`src/hw/rtl/autorange_voltmeter_display_unit_macros.svh`:
```
// Assertion macros shared by the autoranging voltmeter display RTL.
// Included by files that carry concurrent checks; needs clk and rst_n in scope.
`ifndef AUTORANGE_VOLTMETER_DISPLAY_UNIT_MACROS_SVH
`define AUTORANGE_VOLTMETER_DISPLAY_UNIT_MACROS_SVH

// Same-cycle implication, sampled on clk, off during reset
`define AVD_ASSERT_NOW(label, ante, cons, msg) \
  label: assert property (@(posedge clk) disable iff (!rst_n) (ante) |-> (cons)) \
    else $error(msg);

// Next-cycle implication, sampled on clk, off during reset
`define AVD_ASSERT_NEXT(label, ante, cons, msg) \
  label: assert property (@(posedge clk) disable iff (!rst_n) (ante) |=> (cons)) \
    else $error(msg);

`endif

```
`src/hw/rtl/avd_pkg.sv`:
```
// Shared types, constants and the segment decoder for the voltmeter display.
// No dependencies; imported by every module of the block.
`default_nettype none

package avd_pkg;

  // Range decision and scaling constants
  localparam logic [9:0]  VOLT_THRESH = 10'd205;
  localparam logic [16:0] K_VOLT      = 17'd10000;
  localparam logic [16:0] K_MILLI     = 17'd100000;
  localparam logic [26:0] ROUND_ADD   = 27'd1023;
  localparam logic [13:0] LIM_VOLT    = 14'd5000;
  localparam logic [13:0] LIM_MILLI   = 14'd9999;
  localparam logic [1:0]  PT_VOLT     = 2'd0;
  localparam logic [1:0]  PT_MILLI    = 2'd2;
  localparam logic [7:0]  DP_BIT      = 8'h80;

  // Reciprocal of 2046 for a 27-bit numerator: shift 38
  localparam int unsigned           SH_2046 = 38;
  localparam longint unsigned       M_2046_L = ((64'd1 << SH_2046) + 64'd2045) / 64'd2046;
  localparam logic [27:0]           M_2046  = M_2046_L[27:0];

  // Reciprocals of 1000, 100, 10 for a 14-bit numerator
  localparam int unsigned           SH_1000 = 24;
  localparam int unsigned           SH_100  = 21;
  localparam int unsigned           SH_10   = 18;
  localparam longint unsigned       M_1000_L = ((64'd1 << SH_1000) + 64'd999) / 64'd1000;
  localparam longint unsigned       M_100_L  = ((64'd1 << SH_100) + 64'd99) / 64'd100;
  localparam longint unsigned       M_10_L   = ((64'd1 << SH_10) + 64'd9) / 64'd10;
  localparam logic [14:0]           M_1000  = M_1000_L[14:0];
  localparam logic [14:0]           M_100   = M_100_L[14:0];
  localparam logic [14:0]           M_10    = M_10_L[14:0];

  // New average headed for the display update
  typedef struct packed {
    logic       valid;
    logic [9:0] avg;
  } avd_upd_t;

  // Display contents read by the scan logic
  typedef struct packed {
    logic [3:0][3:0] digits;
    logic [1:0]      point;
    logic            volts;
  } avd_disp_t;

  // Seven-segment pattern, bit0 = a through bit6 = g
  function automatic logic [7:0] seg_of(input logic [3:0] d);
    logic [7:0] s;
    unique case (d)
      4'd0:    s = 8'h3F;
      4'd1:    s = 8'h06;
      4'd2:    s = 8'h5B;
      4'd3:    s = 8'h4F;
      4'd4:    s = 8'h66;
      4'd5:    s = 8'h6D;
      4'd6:    s = 8'h7D;
      4'd7:    s = 8'h07;
      4'd8:    s = 8'h7F;
      4'd9:    s = 8'h6F;
      default: s = 8'h00;
    endcase
    return s;
  endfunction

endpackage

`default_nettype wire

```
`src/hw/rtl/autorange_voltmeter_display_unit.sv`:
```
// Top level of the autoranging voltmeter with multiplexed four-digit display.
// Depends on avd_pkg, avd_accum, avd_scale, avd_scan and the macros header.
//
// Usage:
//   Input channel (in_valid/in_ready): in_action = 0 carries a converter
//   sample in in_sample; in_action = 1 is a display refresh tick.
//   Output channel (out_valid/out_ready): one item per tick with the segment
//   pattern, active-low digit enable and range LED. Samples give no item.
//   Every AVG_SAMPLES samples the average rescales the four stored digits.
// Timing:
//   Items pass an input register; a retired tick loads the result register,
//   which offers its result. One item per cycle is taken in steady state
//   while out_ready is high and no display update is in flight. The update
//   runs through a six-stage pipeline (accumulate, average, scale, divide
//   and clamp, quotients, digit store); a tick waiting behind a batch end
//   holds until the new digits are stored.
// Reset: synchronous, active low; digits read zero, millivolt range, point
//   on digit 0, scan at digit 0, accumulator empty.
// Stall: while out_ready is low the result holds and in_ready falls once
//   a tick waits in the input register; samples still drain.
`default_nettype none

`include "autorange_voltmeter_display_unit_macros.svh"

module autorange_voltmeter_display_unit
  import avd_pkg::*;
#(
  parameter int AVG_SAMPLES = 8
) (
  input  wire logic       clk,
  input  wire logic       rst_n,
  input  wire logic       in_valid,
  output logic            in_ready,
  input  wire logic       in_action,
  input  wire logic [9:0] in_sample,
  output logic            out_valid,
  input  wire logic       out_ready,
  output logic [7:0]      out_segments,
  output logic [3:0]      out_digit_enable_n,
  output logic            out_range_led
);

  logic       in_valid_r;
  logic       in_action_r;
  logic [9:0] in_sample_r;
  logic       smp_go;
  logic       tick_go;
  logic       tick_room;
  logic       acc_busy;
  logic       scl_busy;
  avd_upd_t   upd;
  avd_disp_t  disp;

  // Retire held item: samples always, ticks once digits settle and output free
  assign smp_go   = in_valid_r && !in_action_r;
  assign tick_go  = in_valid_r && in_action_r && !acc_busy && !scl_busy && tick_room;
  assign in_ready = !in_valid_r || smp_go || tick_go;

  // Input register
  always_ff @(posedge clk) begin
    if (!rst_n) begin
      in_valid_r <= 1'b0;
    end else if (in_ready) begin
      in_valid_r <= in_valid;
    end
  end

  always_ff @(posedge clk) begin
    if (in_ready && in_valid) begin
      in_action_r <= in_action;
      in_sample_r <= in_sample;
    end
  end

  avd_accum #(
    .AVG_SAMPLES (AVG_SAMPLES)
  ) u_accum (
    .clk    (clk),
    .rst_n  (rst_n),
    .smp_go (smp_go),
    .sample (in_sample_r),
    .upd    (upd),
    .busy   (acc_busy)
  );

  avd_scale u_scale (
    .clk   (clk),
    .rst_n (rst_n),
    .upd   (upd),
    .disp  (disp),
    .busy  (scl_busy)
  );

  avd_scan u_scan (
    .clk                (clk),
    .rst_n              (rst_n),
    .tick_go            (tick_go),
    .disp               (disp),
    .tick_room          (tick_room),
    .out_valid          (out_valid),
    .out_ready          (out_ready),
    .out_segments       (out_segments),
    .out_digit_enable_n (out_digit_enable_n),
    .out_range_led      (out_range_led)
  );

  // Checks
  `AVD_ASSERT_NOW(a_one_digit, out_valid, $countones(out_digit_enable_n) == 3,
                  "not one digit enabled")
  `AVD_ASSERT_NOW(a_volt_point, out_valid && out_range_led && !out_digit_enable_n[0],
                  out_segments[7], "volts point missing on digit 0")
  `AVD_ASSERT_NEXT(a_tick_result, tick_go, out_valid, "tick gave no result")

endmodule

`default_nettype wire

```
`src/hw/rtl/avd_accum.sv`:
```
// Sample accumulator and averaging stage of the voltmeter display.
// Depends on avd_pkg; feeds avd_scale with one average per batch.
`default_nettype none

module avd_accum
  import avd_pkg::*;
#(
  parameter int AVG_SAMPLES = 8
) (
  input  wire logic       clk,
  input  wire logic       rst_n,
  input  wire logic       smp_go,
  input  wire logic [9:0] sample,
  output avd_upd_t        upd,
  output logic            busy
);

  localparam int SUM_W = $clog2(1023 * AVG_SAMPLES + 1);
  localparam int CNT_W = (AVG_SAMPLES > 1) ? $clog2(AVG_SAMPLES) : 1;
  localparam int LOG_N = $clog2(AVG_SAMPLES);
  localparam int SH_A  = SUM_W + LOG_N;
  localparam longint unsigned M_A_L =
    ((64'd1 << SH_A) + longint'(AVG_SAMPLES) - 64'd1) / longint'(AVG_SAMPLES);
  localparam logic [SUM_W:0] M_A = M_A_L[SUM_W:0];
  localparam logic [CNT_W-1:0] LAST_CNT = CNT_W'(AVG_SAMPLES - 1);

  logic [SUM_W-1:0] sum_r;
  logic [CNT_W-1:0] cnt_r;
  logic [SUM_W-1:0] tot_r;
  logic             tot_v_r;
  logic [9:0]       avg_r;
  logic             avg_v_r;
  logic [SUM_W-1:0] sum_add;
  logic [2*SUM_W:0] prod_a;

  assign sum_add = sum_r + SUM_W'(sample);

  // Accumulate samples; hand off the total at the end of a batch
  always_ff @(posedge clk) begin
    if (!rst_n) begin
      sum_r   <= '0;
      cnt_r   <= '0;
      tot_v_r <= 1'b0;
    end else begin
      tot_v_r <= smp_go && (cnt_r == LAST_CNT);
      if (smp_go) begin
        if (cnt_r == LAST_CNT) begin
          sum_r <= '0;
          cnt_r <= '0;
        end else begin
          sum_r <= sum_add;
          cnt_r <= cnt_r + CNT_W'(1);
        end
      end
    end
  end

  always_ff @(posedge clk) begin
    if (smp_go && (cnt_r == LAST_CNT)) begin
      tot_r <= sum_add;
    end
  end

  // Truncated average by reciprocal multiply
  assign prod_a = {{(SUM_W + 1){1'b0}}, tot_r} * {{SUM_W{1'b0}}, M_A};

  always_ff @(posedge clk) begin
    if (!rst_n) begin
      avg_v_r <= 1'b0;
    end else begin
      avg_v_r <= tot_v_r;
    end
  end

  always_ff @(posedge clk) begin
    avg_r <= prod_a[SH_A +: 10];
  end

  assign upd.valid = avg_v_r;
  assign upd.avg   = avg_r;
  assign busy      = tot_v_r | avg_v_r;

endmodule

`default_nettype wire

```
`src/hw/rtl/avd_scale.sv`:
```
// Range selection, scaling, clamping and digit split of the voltmeter display.
// Depends on avd_pkg; takes averages from avd_accum and holds the display digits.
`default_nettype none

module avd_scale
  import avd_pkg::*;
(
  input  wire logic clk,
  input  wire logic rst_n,
  input  avd_upd_t  upd,
  output avd_disp_t disp,
  output logic      busy
);

  logic        c_v_r, d_v_r, e_v_r;
  logic        volts_c_r, volts_d_r, volts_e_r;
  logic [26:0] prod_c_r;
  logic [13:0] v_d_r;
  logic [13:0] v_e_r;
  logic [3:0]  q1000_r;
  logic [6:0]  q100_r;
  logic [9:0]  q10_r;
  avd_disp_t   disp_r;

  logic        volts_w;
  logic [16:0] k_w;
  logic [26:0] prod_w;
  logic [54:0] quo_w;
  logic [16:0] q_w;
  logic [16:0] lim_w;
  logic [13:0] v_w;
  logic [28:0] p1000_w, p100_w, p10_w;
  logic [6:0]  d1_w;
  logic [9:0]  d2_w;
  logic [13:0] d3_w;

  // Stage valid flags
  always_ff @(posedge clk) begin
    if (!rst_n) begin
      c_v_r <= 1'b0;
      d_v_r <= 1'b0;
      e_v_r <= 1'b0;
    end else begin
      c_v_r <= upd.valid;
      d_v_r <= c_v_r;
      e_v_r <= d_v_r;
    end
  end

  // Pick the range and scale with half-up rounding offset
  assign volts_w = (upd.avg >= VOLT_THRESH);
  assign k_w     = volts_w ? K_VOLT : K_MILLI;
  assign prod_w  = {17'd0, upd.avg} * {10'd0, k_w} + ROUND_ADD;

  always_ff @(posedge clk) begin
    prod_c_r  <= prod_w;
    volts_c_r <= volts_w;
  end

  // Divide by 2046 through reciprocal multiply, then clamp
  assign quo_w = {28'd0, prod_c_r} * {27'd0, M_2046};
  assign q_w   = quo_w[SH_2046 +: 17];
  assign lim_w = volts_c_r ? {3'd0, LIM_VOLT} : {3'd0, LIM_MILLI};
  assign v_w   = (q_w > lim_w) ? lim_w[13:0] : q_w[13:0];

  always_ff @(posedge clk) begin
    v_d_r     <= v_w;
    volts_d_r <= volts_c_r;
  end

  // Quotients by 1000, 100 and 10 in parallel
  assign p1000_w = {15'd0, v_d_r} * {14'd0, M_1000};
  assign p100_w  = {15'd0, v_d_r} * {14'd0, M_100};
  assign p10_w   = {15'd0, v_d_r} * {14'd0, M_10};

  always_ff @(posedge clk) begin
    q1000_r   <= p1000_w[SH_1000 +: 4];
    q100_r    <= p100_w[SH_100 +: 7];
    q10_r     <= p10_w[SH_10 +: 10];
    v_e_r     <= v_d_r;
    volts_e_r <= volts_d_r;
  end

  // Remainders by shift-add times ten
  assign d1_w = q100_r - ({3'd0, q1000_r} << 3) - ({3'd0, q1000_r} << 1);
  assign d2_w = q10_r - ({3'd0, q100_r} << 3) - ({3'd0, q100_r} << 1);
  assign d3_w = v_e_r - ({4'd0, q10_r} << 3) - ({4'd0, q10_r} << 1);

  // Store the new display contents
  always_ff @(posedge clk) begin
    if (!rst_n) begin
      disp_r <= '0;
    end else if (e_v_r) begin
      disp_r.digits[0] <= q1000_r;
      disp_r.digits[1] <= d1_w[3:0];
      disp_r.digits[2] <= d2_w[3:0];
      disp_r.digits[3] <= d3_w[3:0];
      disp_r.point     <= volts_e_r ? PT_VOLT : PT_MILLI;
      disp_r.volts     <= volts_e_r;
    end
  end

  assign disp = disp_r;
  assign busy = c_v_r | d_v_r | e_v_r;

endmodule

`default_nettype wire

```
`src/hw/rtl/avd_scan.sv`:
```
// Digit scan and result register of the voltmeter display.
// Depends on avd_pkg; reads the display contents held by avd_scale.
`default_nettype none

module avd_scan
  import avd_pkg::*;
(
  input  wire logic       clk,
  input  wire logic       rst_n,
  input  wire logic       tick_go,
  input  avd_disp_t       disp,
  output logic            tick_room,
  output logic            out_valid,
  input  wire logic       out_ready,
  output logic [7:0]      out_segments,
  output logic [3:0]      out_digit_enable_n,
  output logic            out_range_led
);

  logic [1:0] scan_r;
  logic       out_valid_r;
  logic [7:0] seg_r;
  logic [3:0] en_r;
  logic       led_r;
  logic [7:0] seg_w;

  assign tick_room = !out_valid_r || out_ready;

  // Pattern for the current digit, point added where it applies
  assign seg_w = seg_of(disp.digits[scan_r]) | ((disp.point == scan_r) ? DP_BIT : 8'h00);

  // Advance the scan and load the result register
  always_ff @(posedge clk) begin
    if (!rst_n) begin
      scan_r      <= '0;
      out_valid_r <= 1'b0;
    end else begin
      if (tick_go) begin
        scan_r      <= scan_r + 2'd1;
        out_valid_r <= 1'b1;
      end else if (out_ready) begin
        out_valid_r <= 1'b0;
      end
    end
  end

  always_ff @(posedge clk) begin
    if (tick_go) begin
      seg_r <= seg_w;
      en_r  <= ~(4'b0001 << scan_r);
      led_r <= disp.volts;
    end
  end

  assign out_valid          = out_valid_r;
  assign out_segments       = seg_r;
  assign out_digit_enable_n = en_r;
  assign out_range_led      = led_r;

endmodule

`default_nettype wire
```
`config.mk`:
```
export PLATFORM = sky130hd
export DESIGN_NAME = autorange_voltmeter_display_unit
export DESIGN_NICKNAME = d
export VERILOG_FILES = /design/src/hw/rtl/avd_pkg.sv /design/src/hw/rtl/autorange_voltmeter_display_unit.sv /design/src/hw/rtl/avd_accum.sv /design/src/hw/rtl/avd_scale.sv /design/src/hw/rtl/avd_scan.sv
export VERILOG_INCLUDE_DIRS = /design/src /design/src/hw/rtl
export SDC_FILE = /design/constraint.sdc
export NUM_CORES = 1
export LEC_CHECK = 0
export ABC_AREA = 1
export BUFFER_PORTS_ARGS = -buffer_cell sky130_fd_sc_hd__buf_4
export CAP_MARGIN = 20
export CORE_ASPECT_RATIO = 2
export CORE_UTILIZATION = 30
export DETAILED_ROUTE_END_ITERATION = 8
export PLACE_DENSITY = 0.53
export SLEW_MARGIN = 5
export SYNTH_ARGS = -nofsm -noshare
export SYNTH_HDL_FRONTEND = slang
export SYNTH_HIERARCHICAL = 1
export SYNTH_SLANG_ARGS = --single-unit
```
`constraint.sdc`:
```
create_clock -name clk -period 10.8 [get_ports clk]
set_clock_uncertainty 0.15 [all_clocks]
set_input_delay 1.08 -clock clk [delete_from_list [all_inputs] [get_ports clk]]
set_output_delay 1.08 -clock clk [all_outputs]
set_load 0.02 [all_outputs]
```
# Word-level counts from Yosys, hierarchy flattened
# Memories as Yosys holds them, arrays and structs flattened.
# Index checks and enable logic that the tools add are counted.
[word_totals]
ff_bits = 151
romBits = 112
inputBits = 15
output_inout_bits = 15
elab_cells = 86
memories = 1
[op_classes]
add_sub_neg = 10
multipliers = 5
order_cmp = 3
eq_ne = 2
shifts = 1
n_mux = 11
bitwise = 5
n_reduce_logical = 16
[memory_table]
columns = ["name", "words", "width", "read_ports", "rd_ports_with_merged_regs", "write_ports", "line", "rtl"]
rows = [
  ["(no name shown)", 16, 7, 1, 0, 0, "avd_pkg.sv:50", "unique case (d)"],
]
[op_table]
columns = ["op", "n"]
rows = [
  ["27-bit by 28-bit multiplier with 55-bit output, second input constant", 1],
  ["14-bit 2-to-1 mux", 2],
  ["27-bit by 10-bit adder with 27-bit output, second input constant", 1],
  ["10-bit by 17-bit multiplier with 27-bit output", 1],
  ["14-bit by 14-bit multiplier with 27-bit output, second input constant", 1],
  ["4-bit subtractor", 6],
  ["14-bit by 13-bit multiplier with 23-bit output, second input constant", 1],
  ["14-bit by 15-bit multiplier with 22-bit output, second input constant", 1],
  ["17-bit greater-than comparator", 1],
  ["17-bit 2-to-1 mux", 1],
  ["13-bit by 10-bit adder with 13-bit output", 1],
  ["13-bit 2-to-1 mux", 1],
  ["10-bit by 8-bit greater-or-equal comparator with 1-bit output, second input constant", 1],
  ["4-bit binary-select mux with 2-bit select", 1],
  ["8-bit 2-to-1 mux", 1],
  ["8-bit OR", 1],
  ["1-bit logical AND", 7],
  ["1-bit logical NOT", 5],
  ["4-bit 2-to-1 mux", 1],
  ["4-bit NOT", 1],
  ["1-bit by 2-bit left shift with 4-bit output, first input constant", 1],
  ["3-bit by 1-bit adder with 3-bit output, second input constant", 1],
  ["3-bit == test, second input constant", 1],
  ["1-bit logical OR", 3],
  ["other kinds (8)", 11],
]

# Depth between registers and ports, before layout
[depth]
ltp_word = 7
mapped_depth = 31
depth_no_buf = 31

# By module
# Netlist, hierarchy kept.
[by_module_without_submodules]
columns = ["module", "n_inst", "cells_each", "area_each_um2", "seq_area_each_um2"]
rows = [
  ["avd_scale", 1, 2223, 17893.4, 1541.5],
  ["avd_accum", 1, 232, 1866.8, 860.8],
  ["avd_scan", 1, 118, 1064.8, 450.4],
  ["autorange_voltmeter_display_unit", 1, 25, 414.1, 350.3],
]

# Least setup slack after synthesis
# No wires, ideal clock.
[synth_timing]
path_kind = "register to register"
startpoint = "register u_accum.avg_r[3]"
endpoint = "register u_scale.prod_c_r[25]"
setup_time_ns = 0.119
arrival_time_ns = 5.290
required_ns = 10.531
slack_ns = 5.242
path_stages_with_launch = 24
n_path_buf = 1
period_less_slack_ns = 5.558
cell_sequence = "dfxtp_1 ha_1 o21ai_0 nand3_1 nand4_1 nand2_1 clkbuf_1 nand2_1 fa_1 fa_1 fa_1 fa_1 inv_1 fa_1 ha_1 a21oi_1 o21ai_0 a211oi_1 o21ai_0 nand3_1 nand2_1 nand3_1 nand2_1 xor2_1"
[synth_between]
elab_chain_len = 4
[synth_lines]
columns = ["element", "line", "rtl"]
rows = [
  ["start: declaration", "avd_accum.sv:31", "logic [9:0] avg_r;"],
  ["start signal: assignment", "avd_accum.sv:76", "avg_r <= prod_a[SH_A +: 10];"],
  ["10-bit by 8-bit greater-or-equal comparator with 1-bit output", "avd_scale.sv:51", "assign volts_w = (upd.avg >= VOLT_THRESH);"],
  ["17-bit 2-to-1 mux", "avd_scale.sv:52", "assign k_w = volts_w ? K_VOLT : K_MILLI;"],
  ["10-bit by 17-bit multiplier with 27-bit output (*)", "avd_scale.sv:53", "assign prod_w = {17'd0, upd.avg} * {10'd0, k_w} + ROUND_ADD;"],
  ["27-bit by 10-bit adder with 27-bit output (*)", "avd_scale.sv:53", ""],
  ["net u_scale.prod_w[25]", "avd_scale.sv:27", "logic [26:0] prod_w;"],
  ["end signal: assignment", "avd_scale.sv:56", "prod_c_r <= prod_w;"],
  ["end: declaration", "avd_scale.sv:17", "logic [26:0] prod_c_r;"],
]
# The timed path passes the listed nets; every way through them passes the cells marked *.
# A chain may end at the register's enable or synchronous reset.

# Worst setup path after layout
[layout_timing]
startpoint = "register u_accum.avg_r[3]"
endpoint = "register u_scale.prod_c_r[26]"
# The elaborated chain is that of the path after synthesis.

==> run metrics <==
Worst Hold Path Cells 0; post-CTS setup repair buffer count 0; Setup TNS Final 0 ps; Resized cells post-CTS 0; Synth async-reset ratio 0%; crit path DAT 7080 ps; final setup fails 0; htree depth 4; RSZ-0062 raised after global routing false; Final Max Slew Viols 0; Initial Utilization roughly 30%; reg-to-reg slack, setup between 3000 and 4000 ps; Die X 190 um; CP most frequent cell inv_1; worst hold path class reg -> reg; worst rel slew slack 41.4%; crit-path max cell delay roughly 540 ps; placed cell count 3,536; R2R cell count 29; Post-synth EDFFs 34; Crit path max-delay family adder cells; via count approximately 17k; Initial DRC Count 454; Slew @ Worst Pin about 880 ps; Avg Synthesized Cell Area about 8.2 um^2; critical path required time about 11,000 ps; vias in the first global route roughly 18k; initial antenna violation count 3; Bufs and invs on worst path 7; R2R Path Start u_accum/avg_r[3]; Final period util 63.7%; post-synth cell types 54; Port Buf Inserts 29; final hold vios 0; slowest CP cell nand2_1; Post-DRT Antenna Nets 0; CP Class reg -> reg; GP Congestion 1.00; critical register-to-register path endpoint u_scale/prod_c_r[26]; gr usage total 18.2%; IO Count 30; die height 378 um; Sink Count roughly 140; GRT Residual Overflow 0; status completed; Worst Hold Endpoint u_accum/avg_r[0]; Clock Tree Buf Depth 2; Seq/Total Area, Yosys 15.1%; core box area 69,900 um^2; final instance area 23,300 um^2; cell row count approximately 140; routed length per instance 17.6 um; 1st-pass router iterations 5; root buffer cell clkbuf_16; share of layout cells above drive strength 1 5.59%; FILL cells approximately 7.5k; Tmin final around 6900 ps; detailed placement HPWL about 55,000 um; Critical Path Fanout Max 24; global-route wire length before repair about 96,000 um; post-synthesis register bit count around 140; via/cell ratio approximately 4.6; Nets 3,350; startpoint class of the critical path register; Final Instance Count excl. Fillers 3,569; die area 71,900 um^2; Netlist Area Pre-Place approximately 21,000 um^2; Synth Flop Type dfxtp_1; hold path start u_accum/tot_r[3]; TritonCTS buffer count 17; WL final 62,600 um; largest net degree at the start of global routing 27; Max Fclk 0.145 GHz; Ys Warns 6; CTS tree done; worst-skew pair later-pin latency roughly 470 ps; Post-DP Area roughly 23,000 um^2; total stage count of the critical path 29; hold buffer count at cts 0; clock slew at reported path FFs 80 ps; DRC 0; type of destination of the critical path register; area delta synth->final 9.54%; Syn Inst Count 2,598; max_cap viols 0
## cell type report
type / instances / area [um^2] / area share, %
antenna: 1 / 2.50 / 0.0108
timing repair buffer: 41 / 308 / 1.32
tap: 903 / 1130 / 4.86
clock buffer: 17 / 425 / 1.83
inverter: 646 / 2430 / 10.4
clock inverter: 15 / 198 / 0.850
sequential: 143 / 3200 / 13.8
multi-input combinational: 1803 / 15600 / 66.9
## synth_stat cells, drive strengths merged (2+ instances only)
| cell type | n | area share, % |
|---|---|---|
| dfxtp | 109 | 10 |
| nand3 | 77 | 2.3 |
| o31ai | 4 | 0.14 |
| o21a | 2 | 0.071 |
| xnor2 | 31 | 1.3 |
| edfxtp | 34 | 4.8 |
| nand3b | 4 | 0.14 |
| nand4 | 29 | 0.92 |
| ha | 486 | 29 |
| nor3 | 14 | 0.40 |
| o21bai | 9 | 0.32 |
| inv | 645 | 11 |
| conb | 2 | 0.035 |
| buf | 5 | 0.17 |
| o21ai | 64 | 1.5 |
| a21o | 8 | 0.28 |
| a31oi | 4 | 0.12 |
| o221ai | 4 | 0.16 |
| nor4 | 3 | 0.16 |
| nor2 | 166 | 3.2 |
| a41oi | 2 | 0.082 |
| fa | 197 | 19 |
| a21oi | 131 | 3.1 |
| nand2 | 486 | 8.9 |
| xor2 | 37 | 1.6 |
| o211ai | 5 | 0.18 |
| a211oi | 5 | 0.18 |
| nor3b | 2 | 0.12 |
| a21boi | 4 | 0.19 |
| or2 | 6 | 0.18 |
| and2 | 7 | 0.22 |
| clkbuf | 12 | 0.21 |
## layer usage
metal,track usage (%),routed length (um),up-vias
met1,13.9,18500,7796
met3,1.75,1060,197
met2,38.5,36900,293
met4,15.9,6130,2
met5,0,15,-
li1,-,-,8225
## placed cells by master (no fill, tap or decap), types with 6 or more instances in the layout
cell type	instances
nor2_2	9
nor3_1	11
clkbuf_16	17
xnor2_1	31
a21oi_1	128
and2_1	6
o21bai_1	9
buf_4	41
nand3_2	8
ha_1	486
nand2_2	18
or2_2	6
inv_1	637
inv_2	7
fa_1	197
edfxtp_1	34
conb_1	13
nand2_1	464
nand4_1	28
nor2_1	153
xor2_1	36
nand3_1	64
a21o_1	8
dfxtp_1	109
o21ai_0	62
## state kept, by name, indices dropped and copies added, names as in the netlist, 2 cells and up
register / cells
u_scale/prod_c_r: 23
u_scale/disp: 18
u_scale/v_d_r: 14
u_accum/sum_r: 13
in_sample_r: 10
u_accum/avg_r: 10
u_accum/tot_r: 10
u_scan/out_segments: 8
u_scale/q1000_r: 4
u_scale/q100_r: 4
u_scale/q10_r: 4
u_scale/v_e_r: 4
u_scan/out_digit_enable_n: 4
u_accum/cnt_r: 3
u_scan/scan_r: 2
## per-stage QoR
| stage | hold slack, ps | worst slack, ps | utilization, % |
|---|---|---|---|
| final | 182 | 3920 | 33.3 |
| after global routing | 191 | 3340 | 33.3 |
| after CTS | 184 | 3920 | 33.3 |
| after detailed placement | 180 | 3960 | 32.4 |
| after global placement | 174 | 3980 | 32.4 |
| after floorplan | 160 | 5240 | - |
## worst register-to-register path: cells and delay by family, from the launching register on
family          cells  cell delay (ps)
compound gates      8             1620
buf+inv             7              730
xor+xnor            1              140
fa+ha+maj           7             2540
simple gates        6             1130
flops               1              430
## how the worst max path moves through the flow
stage	from	end	slack (ps)
2_1_floorplan	u_accum/avg_r[3]	u_scale/prod_c_r[25]	5240
3_3_place_gp	u_accum/avg_r[3]	u_scale/prod_c_r[26]	3980
3_5_place_dp	u_accum/avg_r[3]	u_scale/prod_c_r[26]	3960
4_1_cts	u_accum/avg_r[3]	u_scale/prod_c_r[26]	3920
5_1_grt	u_accum/avg_r[3]	u_scale/prod_c_r[26]	3340
6_report	u_accum/avg_r[3]	u_scale/prod_c_r[26]	3920
## kinds of logic (layout without fill, tap and decap cells)
group                    after synthesis  after routing  share of synthesized area [%]
AND/OR/NAND/NOR                      795            795                           16.6
flip-flops                           143            143                           15.1
other                                  2             14                         0.0354
adder cells (fa/ha/maj)              683            683                           47.2
XOR/XNOR                              68             68                           2.84
AO/OA/AOI/OAI                        244            244                           6.43
buffers and inverters                663            719                           11.8
Power is left out: the tool's default activity adds up to more than one toggle a clock period on the data nets, which glitch-free logic cannot reach.
